[config.mk]
export PLATFORM = sky130hd
export DESIGN_NAME = lpht_front
export DESIGN_NICKNAME = d
export VERILOG_FILES = /design/src/lpht_pkg.sv /design/src/lpht_front.sv
export SDC_FILE = /design/constraint.sdc
export NUM_CORES = 1
export LEC_CHECK = 0
export ABC_AREA = 1
export BUFFER_PORTS_ARGS = -buffer_cell sky130_fd_sc_hd__buf_2
export CAP_MARGIN = 20
export CORE_ASPECT_RATIO = 0.9
export CORE_MARGIN = 2
export CORE_UTILIZATION = 51
export CTS_BUF_LIST = sky130_fd_sc_hd__clkbuf_4 sky130_fd_sc_hd__clkbuf_8 sky130_fd_sc_hd__clkbuf_16
export DETAILED_ROUTE_END_ITERATION = 8
export PLACE_DENSITY = 0.83
export SYNTH_ARGS = -nofsm -noshare
export SYNTH_HDL_FRONTEND = slang
export SYNTH_SLANG_ARGS = --single-unit
[constraint.sdc]
create_clock -name clk_i -period 7.5 [get_ports clk_i]
set_input_delay 1.125 -clock clk_i [delete_from_list [all_inputs] [get_ports clk_i]]
set_output_delay 1.125 -clock clk_i [all_outputs]
set_load 0.03 [all_outputs]
[src/lpht_pkg.sv]
// Shared types and constants of the linear-probing hash table.
// No dependencies; every other file of the block refers to it by scoped names.
package lpht_pkg;

  localparam int unsigned KEY_W = 16;
  localparam int unsigned VAL_W = 16;
  localparam int unsigned CFG_W = 9;

  localparam logic [KEY_W-1:0] EMPTY_KEY  = 16'hFFFF;
  localparam logic [VAL_W-1:0] NO_VALUE   = 16'hFFFF;
  localparam logic [CFG_W-1:0] SIZE_RESET = 9'd256;

  // The home slot is found four key bits at a time.
  localparam int unsigned DIV_BITS  = 4;
  localparam int unsigned DIV_STEPS = KEY_W / DIV_BITS;

  typedef enum logic [1:0] {
    REQ_GET    = 2'd0,
    REQ_INSERT = 2'd1,
    REQ_DELETE = 2'd2,
    REQ_NONE   = 2'd3
  } req_e;

  typedef struct packed {
    req_e             op;
    logic [KEY_W-1:0] key;
    logic [VAL_W-1:0] value;
  } req_t;

  typedef struct packed {
    logic full;
    logic empty;
  } fifo_stat_t;

  typedef struct packed {
    logic             done;
    logic [VAL_W-1:0] read_value;
    logic             ok;
  } result_t;

endpackage

[src/lpht_front.sv]
// Front end of the hash table: accepts requests and computes the home slot.
// Depends on lpht_pkg; feeds lpht_queue.
module lpht_front #(
  parameter int unsigned SIZE_W = 9,
  parameter int unsigned IDX_W  = 8
) (
  input  logic                 clk_i,
  input  logic                 rst_ni,
  input  logic                 start_i,
  input  lpht_pkg::req_t       req_i,
  input  logic [SIZE_W-1:0]    size_i,
  input  lpht_pkg::fifo_stat_t fifo_i,
  output logic                 ready_o,
  output logic                 push_o,
  output lpht_pkg::req_t       push_req_o,
  output logic [IDX_W-1:0]     push_home_o
);

  localparam int unsigned STEP_W = $clog2(lpht_pkg::DIV_STEPS);

  typedef enum logic [1:0] {
    F_IDLE,
    F_DIV,
    F_HOLD
  } fstate_e;

  fstate_e                   state_q, state_d;
  lpht_pkg::req_t            req_q, req_d;
  logic [lpht_pkg::KEY_W-1:0] sh_q, sh_d;
  logic [SIZE_W-1:0]         rem_q, rem_d;
  logic [STEP_W-1:0]         step_q, step_d;

  logic [SIZE_W:0]   trial;
  logic [SIZE_W-1:0] rem_v;
  logic [SIZE_W-1:0] rem_step;
  logic              last;

  // Restoring remainder, a few key bits per cycle, most significant first.
  always_comb begin
    rem_v = rem_q;
    trial = '0;
    for (int b = 0; b < lpht_pkg::DIV_BITS; b++) begin
      trial = {rem_v, sh_q[lpht_pkg::KEY_W-1-b]};
      if (trial >= {1'b0, size_i}) begin
        trial = trial - {1'b0, size_i};
      end
      rem_v = trial[SIZE_W-1:0];
    end
    rem_step = rem_v;
  end

  assign last        = (step_q == STEP_W'(lpht_pkg::DIV_STEPS - 1));
  assign push_o      = ((state_q == F_DIV) && last) || (state_q == F_HOLD);
  assign push_req_o  = req_q;
  assign push_home_o = (state_q == F_HOLD) ? rem_q[IDX_W-1:0] : rem_step[IDX_W-1:0];
  assign ready_o     = (state_q == F_IDLE) || (push_o && !fifo_i.full);

  always_comb begin
    state_d = state_q;
    req_d   = req_q;
    sh_d    = sh_q;
    rem_d   = rem_q;
    step_d  = step_q;
    priority if (start_i && ready_o) begin
      req_d   = req_i;
      sh_d    = req_i.key;
      rem_d   = '0;
      step_d  = '0;
      state_d = F_DIV;
    end else begin
      unique case (state_q)
        F_IDLE: begin
        end
        F_DIV: begin
          rem_d  = rem_step;
          sh_d   = sh_q << lpht_pkg::DIV_BITS;
          step_d = STEP_W'(step_q + STEP_W'(1));
          if (last) begin
            state_d = fifo_i.full ? F_HOLD : F_IDLE;
          end
        end
        F_HOLD: begin
          if (!fifo_i.full) begin
            state_d = F_IDLE;
          end
        end
        default: state_d = F_IDLE;
      endcase
    end
  end

  always_ff @(posedge clk_i or negedge rst_ni) begin
    if (!rst_ni) begin
      state_q <= F_IDLE;
      req_q   <= '0;
      sh_q    <= '0;
      rem_q   <= '0;
      step_q  <= '0;
    end else begin
      state_q <= state_d;
      req_q   <= req_d;
      sh_q    <= sh_d;
      rem_q   <= rem_d;
      step_q  <= step_d;
    end
  end

endmodule

Yosys cells after proc, flatten, opt, wreduce, memory -nomap -nowiden
Index checks and enable logic that the tools add are counted.

storage, ports and cells
  register bits = 63
  output and inout bits = 44

cells by class
  reductions and logical operators = 9
  add/subtract/negate cells = 5
  $lt $le $gt $ge = 4
  equality and inequality tests = 6
  multiplexer cells = 16

operators by type and width
  operator                                                                  count
  9-bit 2-to-1 mux                                                          6
  10-bit by 9-bit >= comparator with 1-bit output                           4
  9-bit subtractor                                                          4
  16-bit 2-to-1 mux                                                         2
  2-bit 2-to-1 mux                                                          6
  8-bit 2-to-1 mux                                                          1
  3-bit by 2-bit inequality test with 1-bit output (second input constant)  2
  2-bit case mux with 3 select lines                                        1
  2-bit equality test (second input constant)                               2
  1-bit logical AND                                                         3
  3-bit AND reduction                                                       1
  2-bit by 1-bit adder with 2-bit output (second input constant)            1
  2-bit by 1-bit equality test with 1-bit output (second input constant)    1
  2-bit logical NOT                                                         1
  1-bit logical OR                                                          2
  2-bit by 1-bit inequality test with 1-bit output (second input constant)  1
  2-bit nonzero test                                                        1
  1-bit logical NOT                                                         1

Logic depth before layout (Yosys ltp)
  word-level depth = 10
  depth in mapped cells = 49
  depth with buffers taken out = 48

Least setup slack after synthesis
OpenSTA, ideal clock, no wires.

  path kind = input to output
  start = input port size_i[0]
  end = output port push_home_o[4]
  path buffers = 1
  data required time = 6375 ps
  slack = -653 ps
  arrival = 7028 ps
  stages on the path = 41
  path through = ha_1 > inv_1 > fa_1 > nand3_2 > nand4_4 > o21ai_0 > inv_1 > fa_1 > o21ai_1 > nand2_1 > nand2_1 > a21oi_1 > nand3_4 > buf_4 > nand2_1 > o21ai_0 > inv_1 > fa_1 > (+5 left out) > inv_1 > nor2_8 > nand3_1 > nand2_1 > inv_1 > ha_1 > nand2_1 > o21ai_0 > a21oi_1 > nand2_1 > nand2_1 > o211ai_1 > inv_1 > nand3_4 > nand2_1 > nand2_1 > nand2_1 > nand2_1

between the ends
  longest elaborated chain between the ends = 9
  elaborated cells on any way between the ends = 13
  those cells by class = add/sub (4); order compare (4); mux (5)

RTL lines
  item                                                                                        line                                text
  start: declaration                                                                          lpht_front.sv:11                    input logic [SIZE_W-1:0] size_i,
  9-bit subtractor / 10-bit by 9-bit >= comparator with 1-bit output (equally long branches)  lpht_front.sv:45, lpht_front.sv:44
  9-bit 2-to-1 mux                                                                            lpht_front.sv:44                    if (trial >= {1'b0, size_i}) begin
  9-bit subtractor / 10-bit by 9-bit >= comparator with 1-bit output (equally long branches)  lpht_front.sv:45, lpht_front.sv:44
  9-bit 2-to-1 mux                                                                            lpht_front.sv:44
  9-bit subtractor / 10-bit by 9-bit >= comparator with 1-bit output (equally long branches)  lpht_front.sv:45, lpht_front.sv:44
  9-bit 2-to-1 mux                                                                            lpht_front.sv:44
  9-bit subtractor / 10-bit by 9-bit >= comparator with 1-bit output (equally long branches)  lpht_front.sv:45, lpht_front.sv:44
  9-bit 2-to-1 mux *                                                                          lpht_front.sv:44
  8-bit 2-to-1 mux *                                                                          lpht_front.sv:55                    assign push_home_o = (state_q == F_HOLD) ? rem_q[IDX_W-1:0] : rem_step[IDX_W-1:0];
  end: declaration                                                                            lpht_front.sv:16                    output logic [IDX_W-1:0] push_home_o

Every way passes the cells marked *; elsewhere a longest branch is shown, timed or not.

Final worst setup path
  start = input port size_i[3]
  end = output port push_home_o[2]

between the ends
  longest elaborated chain between the ends = 9
  elaborated cells on any way between the ends = 13
  those cells by class = add/sub (4); order compare (4); mux (5)

RTL lines
  item                                                                                        line
  9-bit subtractor / 10-bit by 9-bit >= comparator with 1-bit output (equally long branches)  lpht_front.sv:45, lpht_front.sv:44
  9-bit 2-to-1 mux                                                                            lpht_front.sv:44
  10-bit by 9-bit >= comparator with 1-bit output / 9-bit subtractor (equally long branches)  lpht_front.sv:44, lpht_front.sv:45
  9-bit 2-to-1 mux                                                                            lpht_front.sv:44
  9-bit subtractor / 10-bit by 9-bit >= comparator with 1-bit output (equally long branches)  lpht_front.sv:45, lpht_front.sv:44
  9-bit 2-to-1 mux                                                                            lpht_front.sv:44
  9-bit subtractor / 10-bit by 9-bit >= comparator with 1-bit output (equally long branches)  lpht_front.sv:45, lpht_front.sv:44
  9-bit 2-to-1 mux *                                                                          lpht_front.sv:44
  8-bit 2-to-1 mux *                                                                          lpht_front.sv:55

Marks and branches as above.

==> impl_metrics.env <==
export IMPL_vias_per_cell=5.61
export IMPL_synth_mux_area_share_pct=0
export IMPL_cts_root_buf="clkbuf_8"
export IMPL_grt_start_max_net_pins=64
export IMPL_dp_hpwl_um=11600
export IMPL_die_width_um=106
export IMPL_end_kind="primary output"
export IMPL_track_usage_pct=33.0
export IMPL_yosys_warnings=0
export IMPL_postSynthAreaPerCell_um2=7.20
export IMPL_drv_cap=0
export IMPL_drc=0
export IMPL_synth_fa_ha_area_share_pct=11.5
export IMPL_slowest_stage="fa_2"
export IMPL_max_freq_ghz=0.119
export IMPL_crit_type="in -> out"
export IMPL_clkTransAtPathRegs_ns=0.07
export IMPL_r2r_slack_ns=0.64
export IMPL_critPathRequiredTime_ns=6.38
export IMPL_yosysUniqueCellTypes=40
export IMPL_fin_crit_ns=8.41
export IMPL_postLayoutCellArea_um2=7690
export IMPL_status="finished with violations"
export IMPL_maxSlewViolCount=0
export IMPL_finalNetCount=993
export IMPL_synth_top_family_by_area="simple AND/OR/NAND/NOR gates"
export IMPL_postCtsHoldBufs=0
export IMPL_first_pass_iters=5
export IMPL_finalCritPeriodShare_pct=112
export IMPL_chipHeight_um=95.4
export IMPL_setup_slack_ns=-0.908
export IMPL_finalHoldViolCount=0
export IMPL_vias=5782
export IMPL_synth_area_leader_cell="dfrtp_1"
export IMPL_grt_pass1_vias=5485
export IMPL_tightest_slew_ns=0.918
export IMPL_start_util_pct=52.1
export IMPL_cpPeakStageDelay_ns=0.36
export IMPL_gp_congestion=0.970
export IMPL_synth_compound_area_share_pct=9.63
export IMPL_io_pins=92
export IMPL_grt_pass1_wl_um=26000
export IMPL_routed_wl_um=18900
export IMPL_synth_area_leaders="dfrtp_1, nand2_1, ha_1, inv_1, nand3_1"
export IMPL_synthArstFlopShare_pct=100
export IMPL_h_tree_depth=3
export IMPL_cts_sinks=63
export IMPL_die_area_um2=10100
export IMPL_synth_main_ff_cell="dfrtp_1"
export IMPL_wl_per_cell_um=18.4
export IMPL_place_area_um2=6430
export IMPL_rsz0062_at_grt="yes"
export IMPL_min_path_type="reg -> reg"
export IMPL_place_ws_ns=-0.957
export IMPL_relSlewSlack_pct=38.6
export IMPL_clk_latency_ns=0.34
export IMPL_layout_drive_gt1_share_pct=48.7
export IMPL_syn_nets=746
export IMPL_finalSetupViolations=8
export IMPL_cp_data_arrival_time_ns=7.28
export IMPL_violations="negative setup slack"
export IMPL_rows=33
export IMPL_n_antenna_cell=0
export IMPL_cp_max_fo=8
export IMPL_synth_xor_area_share_pct=4.44
export IMPL_first_iter_violations=381
export IMPL_crit_path_start_kind="input port"
export IMPL_cts_tree="done"
export IMPL_ys_seq_elements=63
export IMPL_netlist_area_um2=4730
export IMPL_seq_area_frac_synth_pct=33.3
export IMPL_area_growth_pct=62.6
export IMPL_finClkSkew_ns=0.0130
export IMPL_synth_simple_area_share_pct=32.9
export IMPL_numPortBuffers=90
export IMPL_syn_inst=657
export IMPL_synth_edf_count=0
export IMPL_synth_top_area_share_pct=33.3
export IMPL_coreArea_um2=9080
export IMPL_crit_top_cell="nand2_2"
export IMPL_cts_buffers=9
export IMPL_antenna_found_initial=0
export IMPL_grt_overflow=0
export IMPL_clockBufferDepth=2
export IMPL_detail_route_antenna_nets=0
layout make-up:
type | instances | area [um^2]
tap | 122 | 153
fill | 471 | 1390
sequential | 63 | 1580
timing repair buffer | 246 | 1760
multi-input combinational | 495 | 3650
inverter | 89 | 349
clock inverter | 3 | 42.5
clock buffer | 12 | 159
worst max-delay path: cells and delay by family:
family | cells | cell delay, ns
AOI/OAI and AO/OA | 9 | 1.27
and+or+nand+nor | 25 | 2.46
adders and majority gates | 4 | 1.18
buffers and inverters | 10 | 1.17
state kept, by name, indices dropped and copies added (netlist names):
register and flops:
push_req_o 34, state_q 2, rem_q 9, sh_q 16
step_q 2
layout by cell type (no fill, tap or decap), drive strengths merged, types with 2 or more instances in the layout:
cell type and instances:
o211ai 2, clkinv 2, nand3b 2, xnor2 10, clkbuf 12, xor2 14, nand4 8, nand2 274
nor2 25, o21ai 25, a21oi 22, fa 4, a31oi 3, o221ai 11, buf 246, clkinvlp 5
a21o 3, dfrtp 63, inv 84, nand3 47, o21bai 3, ha 37
Yosys cell counts (7+ instances only):
master,instances
dfrtp_1,63
o221ai_1,11
xnor2_1,10
inv_1,84
xor2_1,14
nor2_1,20
nand4_1,7
nand3_1,40
a21oi_1,20
ha_1,37
o21ai_0,21
nand2_1,269
logic make-up (layout without fill, tap and decap cells):
kind of cell	count (synthesis)	in the layout
DFF	63	63
and+or+nand+nor	357	358
adders and majority gates	41	41
xor gates and xnor gates	24	24
buffers and inverters	100	350
AOI/OAI and AO/OA	72	72
worst paths after layout:
check,start,end,cells past startpoint
hold reg to reg,push_req_o[16],push_req_o[16],2
setup reg to reg,sh_q[15],rem_q[0],47
max in group asynchronous,rst_ni,sh_q[0],2
setup / recovery,size_i[3],push_home_o[2],48
hold / removal,push_req_o[16],push_req_o[16],2
min in group asynchronous,rst_ni,push_req_o[5],2
per-stage QoR:
| stage | util [%] | hold WS, ns | setup TNS (ns) | cells |
|---|---|---|---|---|
| floorplan | - | 0.466 | -0.0000524 | 657 |
| global placement | 70.8 | 0.457 | -5.35 | 973 |
| detailed placement | 70.8 | 0.460 | -7.33 | 973 |
| CTS | 80.5 | 0.483 | -4.19 | 1017 |
| global route | 84.7 | 0.506 | -8.89 | 1030 |
| finish | 84.7 | 0.486 | -6.98 | 1030 |
what timing repair did:
action	CTS	global route
cloned	1	0
gates resized for setup	114	57
pin swaps	56	46
setup buffers	28	13
setup endpoints to repair	8	8
routing by layer:
metal / routed length, um / GRT usage [%] / vias up
li1: - / - / 2604
met1: 7190 / 39.8 / 2782
met2: 9190 / 57.8 / 296
met3: 1560 / 7.79 / 100
met4: 993 / 12.4 / 0
met5: 0 / 0 / -
Power is left out: the tool's default activity adds up to more than one toggle a clock period on the data nets, which glitch-free logic cannot reach.
