**src/lpht_pkg.sv**
```systemverilog
// Shared types and constants of the linear-probing hash table.
// No dependencies; every other file of the block refers to it by scoped names.
package lpht_pkg;

  localparam int unsigned KEY_W = 16;
  localparam int unsigned VAL_W = 16;
  localparam int unsigned CFG_W = 9;

  localparam logic [KEY_W-1:0] EMPTY_KEY  = 16'hFFFF;
  localparam logic [VAL_W-1:0] NO_VALUE   = 16'hFFFF;
  localparam logic [CFG_W-1:0] SIZE_RESET = 9'd256;

  // The home slot is found four key bits at a time.
  localparam int unsigned DIV_BITS  = 4;
  localparam int unsigned DIV_STEPS = KEY_W / DIV_BITS;

  typedef enum logic [1:0] {
    REQ_GET    = 2'd0,
    REQ_INSERT = 2'd1,
    REQ_DELETE = 2'd2,
    REQ_NONE   = 2'd3
  } req_e;

  typedef struct packed {
    req_e             op;
    logic [KEY_W-1:0] key;
    logic [VAL_W-1:0] value;
  } req_t;

  typedef struct packed {
    logic full;
    logic empty;
  } fifo_stat_t;

  typedef struct packed {
    logic             done;
    logic [VAL_W-1:0] read_value;
    logic             ok;
  } result_t;

endpackage

```
**src/lpht_queue.sv**
```systemverilog
// Small request queue between the front end and the probe engine.
// Depends on lpht_pkg for the status type.
module lpht_queue #(
  parameter int unsigned DATA_W = 43,
  parameter int unsigned DEPTH  = 2
) (
  input  logic                 clk_i,
  input  logic                 rst_ni,
  input  logic                 push_i,
  input  logic [DATA_W-1:0]    data_i,
  input  logic                 pop_i,
  output logic [DATA_W-1:0]    data_o,
  output lpht_pkg::fifo_stat_t stat_o
);

  localparam int unsigned PTR_W = (DEPTH > 1) ? $clog2(DEPTH) : 1;
  localparam int unsigned CNT_W = $clog2(DEPTH + 1);

  logic [DATA_W-1:0] mem_q [DEPTH];
  logic [PTR_W-1:0]  wr_q, rd_q;
  logic [CNT_W-1:0]  cnt_q;
  logic              do_push, do_pop;

  function automatic logic [PTR_W-1:0] bump(input logic [PTR_W-1:0] p);
    bump = (p == PTR_W'(DEPTH - 1)) ? '0 : PTR_W'(p + PTR_W'(1));
  endfunction

  assign stat_o.full  = (cnt_q == CNT_W'(DEPTH));
  assign stat_o.empty = (cnt_q == '0);
  assign do_push      = push_i && !stat_o.full;
  assign do_pop       = pop_i && !stat_o.empty;
  assign data_o       = mem_q[rd_q];

  always_ff @(posedge clk_i) begin
    if (do_push) begin
      mem_q[wr_q] <= data_i;
    end
  end

  always_ff @(posedge clk_i or negedge rst_ni) begin
    if (!rst_ni) begin
      wr_q  <= '0;
      rd_q  <= '0;
      cnt_q <= '0;
    end else begin
      if (do_push) begin
        wr_q <= bump(wr_q);
      end
      if (do_pop) begin
        rd_q <= bump(rd_q);
      end
      if (do_push && !do_pop) begin
        cnt_q <= CNT_W'(cnt_q + CNT_W'(1));
      end else if (do_pop && !do_push) begin
        cnt_q <= CNT_W'(cnt_q - CNT_W'(1));
      end
    end
  end

endmodule

```
**config.mk**
```make
export PLATFORM = sky130hd
export DESIGN_NAME = lpht_queue
export DESIGN_NICKNAME = d
export VERILOG_FILES = /design/src/lpht_pkg.sv /design/src/lpht_queue.sv
export SDC_FILE = /design/constraint.sdc
export NUM_CORES = 1
export LEC_CHECK = 0
export BUFFER_PORTS_ARGS = -buffer_cell sky130_fd_sc_hd__buf_2
export CAP_MARGIN = 10
export CORE_MARGIN = 2
export CORE_UTILIZATION = 50
export DETAILED_ROUTE_END_ITERATION = 6
export PLACE_DENSITY = 0.83
export SKIP_CTS_REPAIR_TIMING = 1
export SLEW_MARGIN = 20
export SYNTH_ARGS = -nofsm -noshare
export SYNTH_HDL_FRONTEND = slang
export SYNTH_SLANG_ARGS = --single-unit
export TNS_END_PERCENT = 50
```
**constraint.sdc**
```tcl
create_clock -name clk_i -period 3.8 [get_ports clk_i]
set_input_delay 0.19 -clock clk_i [delete_from_list [all_inputs] [get_ports clk_i]]
set_output_delay 0.19 -clock clk_i [all_outputs]
set_load 0.1 [all_outputs]
```
After elaboration in Yosys (flattened, before gate mapping):

Memories as Yosys holds them, arrays and structs flattened.
Index checks and enable logic that the tools add are counted.

* add/subtract/negate cells: 4
* equality and inequality tests: 1
* muxes and demuxes: 6
* reductions and logical operators: 10

Operators with widths (count)
* logical AND 1 bit: 4
* zero test 1 bit: 4
* two-way mux 1 bit: 4
* two-way mux 2 bit: 2
* adder 1 bit, second input constant: 2
* adder 2 x 1 -> 2 bit, second input constant: 1
* equality test 2 bit, second input constant: 1
* zero test 2 bit: 1
* nonzero test 2 bit: 1
* subtractor 2 x 1 -> 2 bit, second input constant: 1

* register bits after elaboration: 4
* RAM bits: 86
* input bits: 47
* output and inout bits: 45
* memories: 1

Memory list
* mem_q: words 2, width 43, rd ports 1, clocked after Yosys merged registers in 0, write ports 1, line lpht_queue.sv:19 `logic [DATA_W-1:0] mem_q [DEPTH];`

Longest topological paths before layout:

Gate-level depths: netlist (run 1).

* word-level depth: 7
* mapped depth: 7
* depth with buffers taken out: 7

Worst setup path after synthesis (run 1):

OpenSTA, ideal clock, no wires.

* path type: reg-to-reg
* from: register cnt_q[0]
* to: memory mem_q[0][0] (enable)
* arrival time: 2458 ps
* data required time: 3357 ps
* setup slack: 899 ps
* stages on the path, launching flop included: 4
* period minus slack after synthesis: 2901 ps
* cell sequence: dfrtp_1 nand2b_1 nand2_1 nor2_1

* word-level cells in the longest chain between the ends: 5

RTL lines
* from (decl): line lpht_queue.sv:21 `logic [CNT_W-1:0] cnt_q;`
* from (signal assigned): line lpht_queue.sv:53 `cnt_q <= CNT_W'(cnt_q + CNT_W'(1));`
* from (signal assigned): line lpht_queue.sv:55 `cnt_q <= CNT_W'(cnt_q - CNT_W'(1));`
* equality test 2 bit: line lpht_queue.sv:28 `assign stat_o.full = (cnt_q == CNT_W'(DEPTH));`
* zero test 1 bit: line lpht_queue.sv:30 `assign do_push = push_i && !stat_o.full;`
* logical AND 1 bit: line lpht_queue.sv:30
* two-way mux 1 bit: line lpht_queue.sv:35 `if (do_push) begin`
* two-way mux 1 bit (not written as such): line lpht_queue.sv:36 `mem_q[wr_q] <= data_i;`
* to (decl): line lpht_queue.sv:19

Every way passes these cells.

Worst setup path after layout (run 1):

* from: register rd_q
* to: output data_o[36]

* word-level cells in the longest chain between the ends: 1

RTL lines
* from (decl): line lpht_queue.sv:20 `logic [PTR_W-1:0] wr_q, rd_q;`
* from (signal assigned): line lpht_queue.sv:50 `rd_q <= bump(rd_q);`
* memory read (2 x 43 bit)
* to (decl): line lpht_queue.sv:12 `output logic [DATA_W-1:0] data_o,`

Every way passes these cells.

==> metrics.txt, run 1 <==
outcome=complete, no violations; final core utilization=0.6192; Setup Viol. Count Final=0; CTS Buf Count=9; critical-path cell list=buf_4 -> mux2_4 -> buf_2; vias in the first global route=1657; initial antenna violation count=0; #FFs+latches synth=90; half-perimeter wire length after placement=between 3000 and 4000 um; Final TNS setup=0 ps; slowest cell on the critical path=dfrtp_2; multiplexer share of the synthesized area=0.1801; post-synthesis simple-gate area fraction=0.007863; Arr. time, crit path=2350 ps; DIE AREA=7687 um2; Unique masters post-synth=15; M2 GR Usage=0.2424; worst hold path class=input port to flip-flop; FMAX=a little under 400 MHz; critical path class=flip-flop to output pin; First DRT Iteration DRCs=114; worst-path maximum fanout=30; layout cells sized above 1=0.5930; Final ANT Viol Nets=0; die width=87.68 um; RSZ-0062 raised after global routing=no; gr ovfl total=0; Startpoint Class=flip-flop; Worst Tran Pin Value=1016 ps; register area share after synthesis=0.7663; H-tree levels=3; Area Growth Syn to Fin=20.16%; gp weighted congestion=around 0.72; commonest non-fill, non-tap cell in the layout=buf_2; Via density=4.723; number of diodes=0; most frequent cells in the layout=buf_2, edfxtp_1, mux2_4; WL final=between 5000 and 6000 um; skew final=12.99 ps; first-pass GRT wire length=~7800 um; largest family of logic cells by synthesized area=multiplexers; met1 Usage GRT=0.1652; Rows=30; post-synth top area share=0.7377; final hold vios=0; warnings from Yosys=0; CP endpoint kind=output pin; latest clock arrival within the worst-skew pair=340 ps; Post-Synth Adder-Cell Area=0.003574; Total GRT Usage=0.1409; cell area after synthesis=around 3500 um2; Final Max Slew Viols=0; Die H=87.68 um; clock buffer depth=2; GR Util met3=0.04241; Pre-antenna DRT Iters=5; syn_area_per_cell=about 23 um2; Port-buffer cells=91; Synth area leader=edfxtp_1; register clock-pin slew on the reported worst setup and hold paths=90 ps; period utilisation layout=0.6693; NumNets Final=301; CTS tree=built; wire length per cell=15.18 um; DR DRC count=0; total clock sinks=90; syn_nets=201; most used routing layer=met2; I/O Pins=92; crit-path max cell delay=960 ps; CP required=3610 ps; Root Driver=clkbuf_8; fin crit period=approximately 2500 ps; Area contributors post-synth=edfxtp_1, mux2_4, dfrtp_1; post-synthesis compound-gate area fraction=0.001430; Max-Cap Viols=0; largest net degree at the start of global routing=44; relative slew slack=0.3227; post-synthesis xor/xnor area fraction=0.01251; Mapped Cells=approximately 150; initial core utilization=0.5153; Placeable Area=slightly below 7000 um2; Via Count=1672
==> sequential cells by signal, summed over array words and instances (netlist names) <==
register and count:
mem_q 86, wr_q 1, cnt_q 2, rd_q 1
==> worst paths after layout <==
kind,startpoint,end,slack (ps),cells after the start
worst max-delay path,rd_q$_DFFE_PN0P_,data_o[36],1260,3
worst min-delay path,data_i[41],mem_q[1][41]$_DFFE_PP_,30,1
worst max register to register,cnt_q[0]$_DFFE_PN0P_,mem_q[0][42]$_DFFE_PP_,1790,4
worst min register to register,cnt_q[1]$_DFFE_PN0P_,cnt_q[1]$_DFFE_PN0P_,530,1
max in group asynchronous,rst_ni,rd_q$_DFFE_PN0P_,3470,2
min in group asynchronous,rst_ni,wr_q$_DFFE_PN0P_,200,2
==> stage by stage <==
stage               std cells  cell area (um2)  hold slack, ps  setup slack (ps)
floorplan                 153             3501          -105.6             898.7
global placement          337             4010          0.5510              1596
detailed placement        337             4010           2.657              1576
CTS                       353             4197          -362.5              1206
global route              354             4207           9.477              1120
finish                    354             4207           32.18              1257
==> cells by family (layout without fill, tap and decap cells) <==
family,Yosys count,after routing
AO/OA/AOI/OAI,1,1
AND/OR/NAND/NOR,6,6
multiplexers,43,43
XOR/XNOR,5,5
flip-flops,90,90
buffers and inverters,7,112
adder cells (fa/ha/maj),1,1
==> layer usage <==
layer  up-vias  routed length, um
met5         -                  0
met4         0                 40
met3         2                271
met2        48               2900
met1       826               2158
li1        796                  -
==> synthesized netlist by cell type, drive strengths merged <==
master   n
nand2    1
nor2     3
o21ai    1
mux2    43
nand2b   1
dfrtp    4
xor2     2
and3     1
inv      2
edfxtp  86
ha       1
buf      5
xnor2    3
==> critical path: cells and delay by family (launching register included) <==
| family | cells | cell delay, ps |
|---|---|---|
| buffers and inverters | 2 | 720 |
| flip-flops | 1 | 960 |
| multiplexers | 1 | 330 |
==> layout make-up <==
cell class	instances	area [um2]
Multi-Input combinational cell	56	728.2
Timing Repair Buffer	94	480.5
Fill cell	501	2587
Sequential cell	90	2684
Tap cell	96	120.1
Clock buffer	11	131.4
Inverter	2	7.507
Clock inverter	5	55.05
Power of run 1 is left out: the tool's default activity adds up to more than one toggle a clock period on the data nets, which glitch-free logic cannot reach.
==> inputs of run 2 (changes only) <==
--- a/config.mk
+++ b/config.mk
@@ -8,9 +8,9 @@
 export BUFFER_PORTS_ARGS = -buffer_cell sky130_fd_sc_hd__buf_2
 export CAP_MARGIN = 10
 export CORE_MARGIN = 2
-export CORE_UTILIZATION = 50
+export CORE_UTILIZATION = 47
 export DETAILED_ROUTE_END_ITERATION = 6
-export PLACE_DENSITY = 0.83
+export PLACE_DENSITY = 0.82
 export SKIP_CTS_REPAIR_TIMING = 1
 export SLEW_MARGIN = 20
 export SYNTH_ARGS = -nofsm -noshare
==> constraint.sdc (replaced) <==
create_clock -name clk_i -period 2.1 [get_ports clk_i]
set_input_delay 0.105 -clock clk_i [delete_from_list [all_inputs] [get_ports clk_i]]
set_output_delay 0.105 -clock clk_i [all_outputs]
set_load 0.1 [all_outputs]
==> run 2 against run 1 <==
Against the previous run: global-route usage is essentially flat; sequential cell count unchanged; critical path depth unchanged; via count grew 10%; setup slack got worse by 1000 ps; largest cell class unchanged; cell area increased by 12%; highest routed layer unchanged; hold slack improved by 47 ps; clock skew is 4.6 ps lower; sequential share of layout area fell by 6.6 points; clock-buffer cell count shrank 2.
==> metrics.txt, run 2 (synthesis gave the netlist of run 1 again) <==
outcome=complete, no violations; initial antenna violation count=0; gr ovfl total=0; commonest non-fill, non-tap cell in the layout=buf_2; Largest Register=mem_q; Via Count=~1800; Top Registers=mem_q: 86 flops, cnt_q: 2 flops; hold endpoint=rd_q$_DFFE_PN0P_; Total GRT Usage=0.1413; wire length per cell=15.06 um; Final TNS setup=0 ps; CTS tree=built; DR DRC count=0; Die H=approximately 90 um; gp weighted congestion=0.6728; WP buf/inv=2; number of flip-flops under the largest register name=86; Worst Reg-to-Reg Cells=7; I/O Pins=92; Final Max Slew Viols=0; multi-input logic area=between 700 and 800 um2; worst-path maximum fanout=44; DIE AREA=8155 um2; total clock sinks=90; half-perimeter wire length after placement=about 3700 um; H-tree levels=3; number of diodes=0; critical path class=flip-flop to output pin; Filler cells=~520; relative slew slack=0.6596; RSZ-0062 raised after global routing=no; latest clock arrival within the worst-skew pair=roughly 350 ps; Root Driver=clkbuf_8; crit-path max cell delay=400 ps; Area Growth Syn to Fin=34.02%; Max-Cap Viols=0; Register Area=2684 um2; Final ANT Viol Nets=0; critical-path cell list=buf_12 -> mux2_2 -> buf_2; WL final=6039 um; clock buffer depth=2; final hold vios=0; First DRT Iteration DRCs=100; Arr. time, crit path=1760 ps; CP endpoint kind=output pin; RR Startpoint=cnt_q[0]$_DFFE_PN0P_; Final Non-Filler Cells=approximately 400; NumNets Final=345; FF-to-FF setup slack=490 ps; Port-buffer cells=91; Crit path max-delay family=buffers and inverters; slowest cell on the critical path=mux2_2; first-pass GRT wire length=slightly below 9000 um; worst hold path class=input port to flip-flop; vias in the first global route=1745; fin crit period=between 1500 and 2000 ps; FF-to-FF End=cnt_q[1]$_DFFE_PN0P_; Rows=31; FMAX=about 540 MHz; Pre-antenna DRT Iters=4; hold wc startpoint=pop_i; initial core utilization=0.4853; largest net degree at the start of global routing=45; Startpoint Class=flip-flop; skew final=8.354 ps; CP required=2000 ps; Placeable Area=approximately 7000 um2; Setup Viol. Count Final=0; layout cells sized above 1=0.5132; period utilisation layout=0.8860; Worst Tran Pin Value=514.1 ps; placed cells=between 300 and 400; Via density=4.589; register clock-pin slew on the reported worst setup and hold paths=80 ps; CTS Buf Count=9; die width=~90 um; WHS Path Cells=3; most frequent cells in the layout=buf_2, edfxtp_1, dlygate4sd3_1
==> run 2: cell types whose count changed in the layout (fill, tap and decap cells not counted) <==
cell / previous run / this run
clkbuf_1: 2 / 0
clkinvlp_4: 2 / 1
dlygate4sd3_1: 1 / 44
clkinv_4: 0 / 1
inv_6: 0 / 1
buf_12: 0 / 3
buf_4: 2 / 0
clkinv_1: 0 / 1
==> run 2: cell type report <==
cell class                      instances  share of cell area
Clock inverter                          7             0.01467
Timing Repair Buffer                  138              0.2037
Clock buffer                            9             0.02640
Sequential cell                        90              0.5720
Tap cell                               99             0.02640
Inverter                                2            0.001600
Multi-Input combinational cell         56              0.1552
==> run 2: worst register-to-register path: stages, from the launching register on <==
cell	delay (ps)
dfrtp_1	440
nand2b_1	200
nand2_1	170
inv_1	70
ha_1	210
xor2_1	140
nor2_1	110
xor2_1	180
==> run 2: metrics by stage <==
| step | utilization | cell area [um2] | hold slack [ps] | worst slack, ps |
|---|---|---|---|---|
| final | 0.6504 | 4692 | 79.57 | 239.5 |
| after global routing | 0.6504 | 4692 | 95.67 | 184.9 |
| after CTS | 0.5893 | 4252 | -461.4 | 230.1 |
| after detailed placement | 0.5626 | 4059 | -77.52 | 502.1 |
| after global placement | 0.5626 | 4059 | -88.05 | 634.0 |
| after floorplan | - | 3508 | -190.6 | 56.03 |
==> run 2: how the worst max path moves through the flow <==
stage,cells past startpoint,from,endpoint,slack [ps]
after floorplan,2,cnt_q[0]$_DFFE_PN0P_,mem_q[1][0]$_DFFE_PP_,60
final,3,rd_q$_DFFE_PN0P_,data_o[21],240
after global placement,6,cnt_q[0]$_DFFE_PN0P_,cnt_q[1]$_DFFE_PN0P_,630
after detailed placement,6,cnt_q[0]$_DFFE_PN0P_,cnt_q[1]$_DFFE_PN0P_,500
after global routing,3,rd_q$_DFFE_PN0P_,data_o[21],180
after CTS,3,rd_q$_DFFE_PN0P_,data_o[21],230
==> run 2: layer usage <==
layer,wire (um),GRT usage,up-vias
li1,-,-,881
met3,247,0.03589,10
met4,100,0.08462,0
met1,2465,0.1688,891
met5,0,0,-
met2,3226,0.2318,58
Power of run 2 is left out for the same reason.
==> inputs of run 3 (changes only) <==
--- a/config.mk
+++ b/config.mk
@@ -5,12 +5,13 @@
 export SDC_FILE = /design/constraint.sdc
 export NUM_CORES = 1
 export LEC_CHECK = 0
-export BUFFER_PORTS_ARGS = -buffer_cell sky130_fd_sc_hd__buf_2
+export BUFFER_PORTS_ARGS = -buffer_cell sky130_fd_sc_hd__buf_4
 export CAP_MARGIN = 10
 export CORE_MARGIN = 2
 export CORE_UTILIZATION = 47
 export DETAILED_ROUTE_END_ITERATION = 6
 export PLACE_DENSITY = 0.82
+export SETUP_SLACK_MARGIN = 0.4
 export SKIP_CTS_REPAIR_TIMING = 1
 export SLEW_MARGIN = 20
 export SYNTH_ARGS = -nofsm -noshare
==> run 3 against run 2 <==
Against the previous run: routed wire length increased by 7.8%; die area unchanged; setup slack improved by 150 ps; global-route usage decreased by 0.25 points; critical path depth unchanged; non-clock buffer count increased by 3; fmax increased by 8.7%; via count increased by 1.7%; hold slack improved by 11 ps; largest cell class unchanged.
==> metrics.txt, run 3 (synthesis gave the netlist of run 1 again) <==
CP required=~2000 ps; GR Util met3=0.03005; DIE AREA=8155 um2; worst-path maximum fanout=16; outcome=complete, no violations; Via Count=~1900; gr ovfl total=0; Die H=about 90 um; slowest cell on the critical path=dfrtp_2; initial antenna violation count=0; Rows=31; total clock sinks=90; CP endpoint kind=output pin; Final ANT Viol Nets=0; initial core utilization=0.4853; M2 GR Usage=0.2481; crit-path max cell delay=around 460 ps; Root Driver=clkbuf_8; most used routing layer=met2; Final Max Slew Viols=0; most frequent cells in the layout=buf_4, edfxtp_1, dlygate4sd3_1; Total GRT Usage=0.1388; met1 Usage GRT=0.1570; register clock-pin slew on the reported worst setup and hold paths=80 ps; WP buf/inv=2; Port-buffer cells=91; Worst Tran Pin Value=a little under 400 ps; half-perimeter wire length after placement=3925 um; NumNets Final=348; critical-path cell list=buf_12 -> mux2_2 -> buf_4; worst hold path class=input port to flip-flop; commonest non-fill, non-tap cell in the layout=buf_4; vias in the first global route=1725; Top Registers=mem_q: 86 flops, cnt_q: 2 flops; DR DRC count=0; final hold vios=0; Startpoint Class=flip-flop; Via density=4.634; FMAX=584.4 MHz; Setup Viol. Count Final=0; Arr. time, crit path=1610 ps; clock buffer depth=2; number of diodes=0; period utilisation layout=0.8148; critical path class=flip-flop to output pin; H-tree levels=3; CTS tree=built; Pre-antenna DRT Iters=4; relative slew slack=0.7407; Max-Cap Viols=0; First DRT Iteration DRCs=87; fin crit period=1711 ps; Placeable Area=7214 um2; wire length per cell=16.12 um; Largest Register=mem_q; gp weighted congestion=between 0.7 and 0.8; CTS Buf Count=9; Area Growth Syn to Fin=41.85%; die width=roughly 90 um; number of flip-flops under the largest register name=86; largest net degree at the start of global routing=33; WL final=6511 um; Crit path max-delay family=flip-flops; skew final=6.999 ps; Filler cells=487; latest clock arrival within the worst-skew pair=340 ps; first-pass GRT wire length=8569 um; Final TNS setup=0 ps; layout cells sized above 1=0.5246; RSZ-0062 raised after global routing=yes; I/O Pins=92
==> run 3: changes by cell type in the layout (fill, tap and decap cells not counted) <==
cell       change
buf_6          +1
nand2_2        +1
clkinv_1       -1
buf_2         -91
and3_2         -1
buf_12         -1
and3_4         +1
buf_4         +93
clkbuf_16      +1
clkinv_2       -1
nand2_1        -1
clkinv_4       +2
==> run 3: layout make-up <==
| type | count | area [um2] | share of cell area |
|---|---|---|---|
| flip-flops and latches | 90 | 2684 | 0.5404 |
| repair buffers | 141 | 1215 | 0.2446 |
| multi-input cells | 56 | 734.5 | 0.1479 |
| clock buffers | 9 | 123.9 | 0.02494 |
| well taps | 99 | 123.9 | 0.02494 |
| clock inverters | 7 | 77.57 | 0.01562 |
| inverters | 2 | 7.507 | 0.001512 |
==> run 3: worst reg2reg max path: cells and delay by family (launching register included) <==
family                 cells  cell delay [ps]
and+or+nand+nor            3              420
DFF                        1              440
buffers and inverters      1              360
==> run 3: per-layer routing <==
metal  part of all wire  routed length [um]
met1               0.39                2551
met4              0.021                 136
met3              0.031                 200
met2               0.56                3623
met5                  0                   0
==> run 3: final timing paths <==
path	from	end	slack, ps	depth (start not counted)
worst max-delay path	rd_q$_DFFE_PN0P_	data_o[25]	390	3
worst min-delay path	pop_i	rd_q$_DFFE_PN0P_	90	3
worst max register to register	cnt_q[0]$_DFFE_PN0P_	mem_q[0][39]$_DFFE_PP_	520	4
worst min register to register	cnt_q[1]$_DFFE_PN0P_	cnt_q[1]$_DFFE_PN0P_	520	1
max in group asynchronous	rst_ni	rd_q$_DFFE_PN0P_	1870	2
min in group asynchronous	rst_ni	cnt_q[1]$_DFFE_PN0P_	120	2
==> run 3: per-stage QoR <==
stage	util	setup WS (ps)	instance area (um2)	hold slack, ps	instances
4_1_cts	0.6228	378.0	4493	-476.0	359
2_1_floorplan	-	307.4	3512	-190.6	153
3_3_place_gp	0.5949	541.4	4292	-93.91	343
6_report	0.6883	388.9	4966	90.07	404
5_1_grt	0.6883	342.4	4966	97.06	404
3_5_place_dp	0.5949	489.4	4292	-93.57	343
Power of run 3 is left out for the same reason.
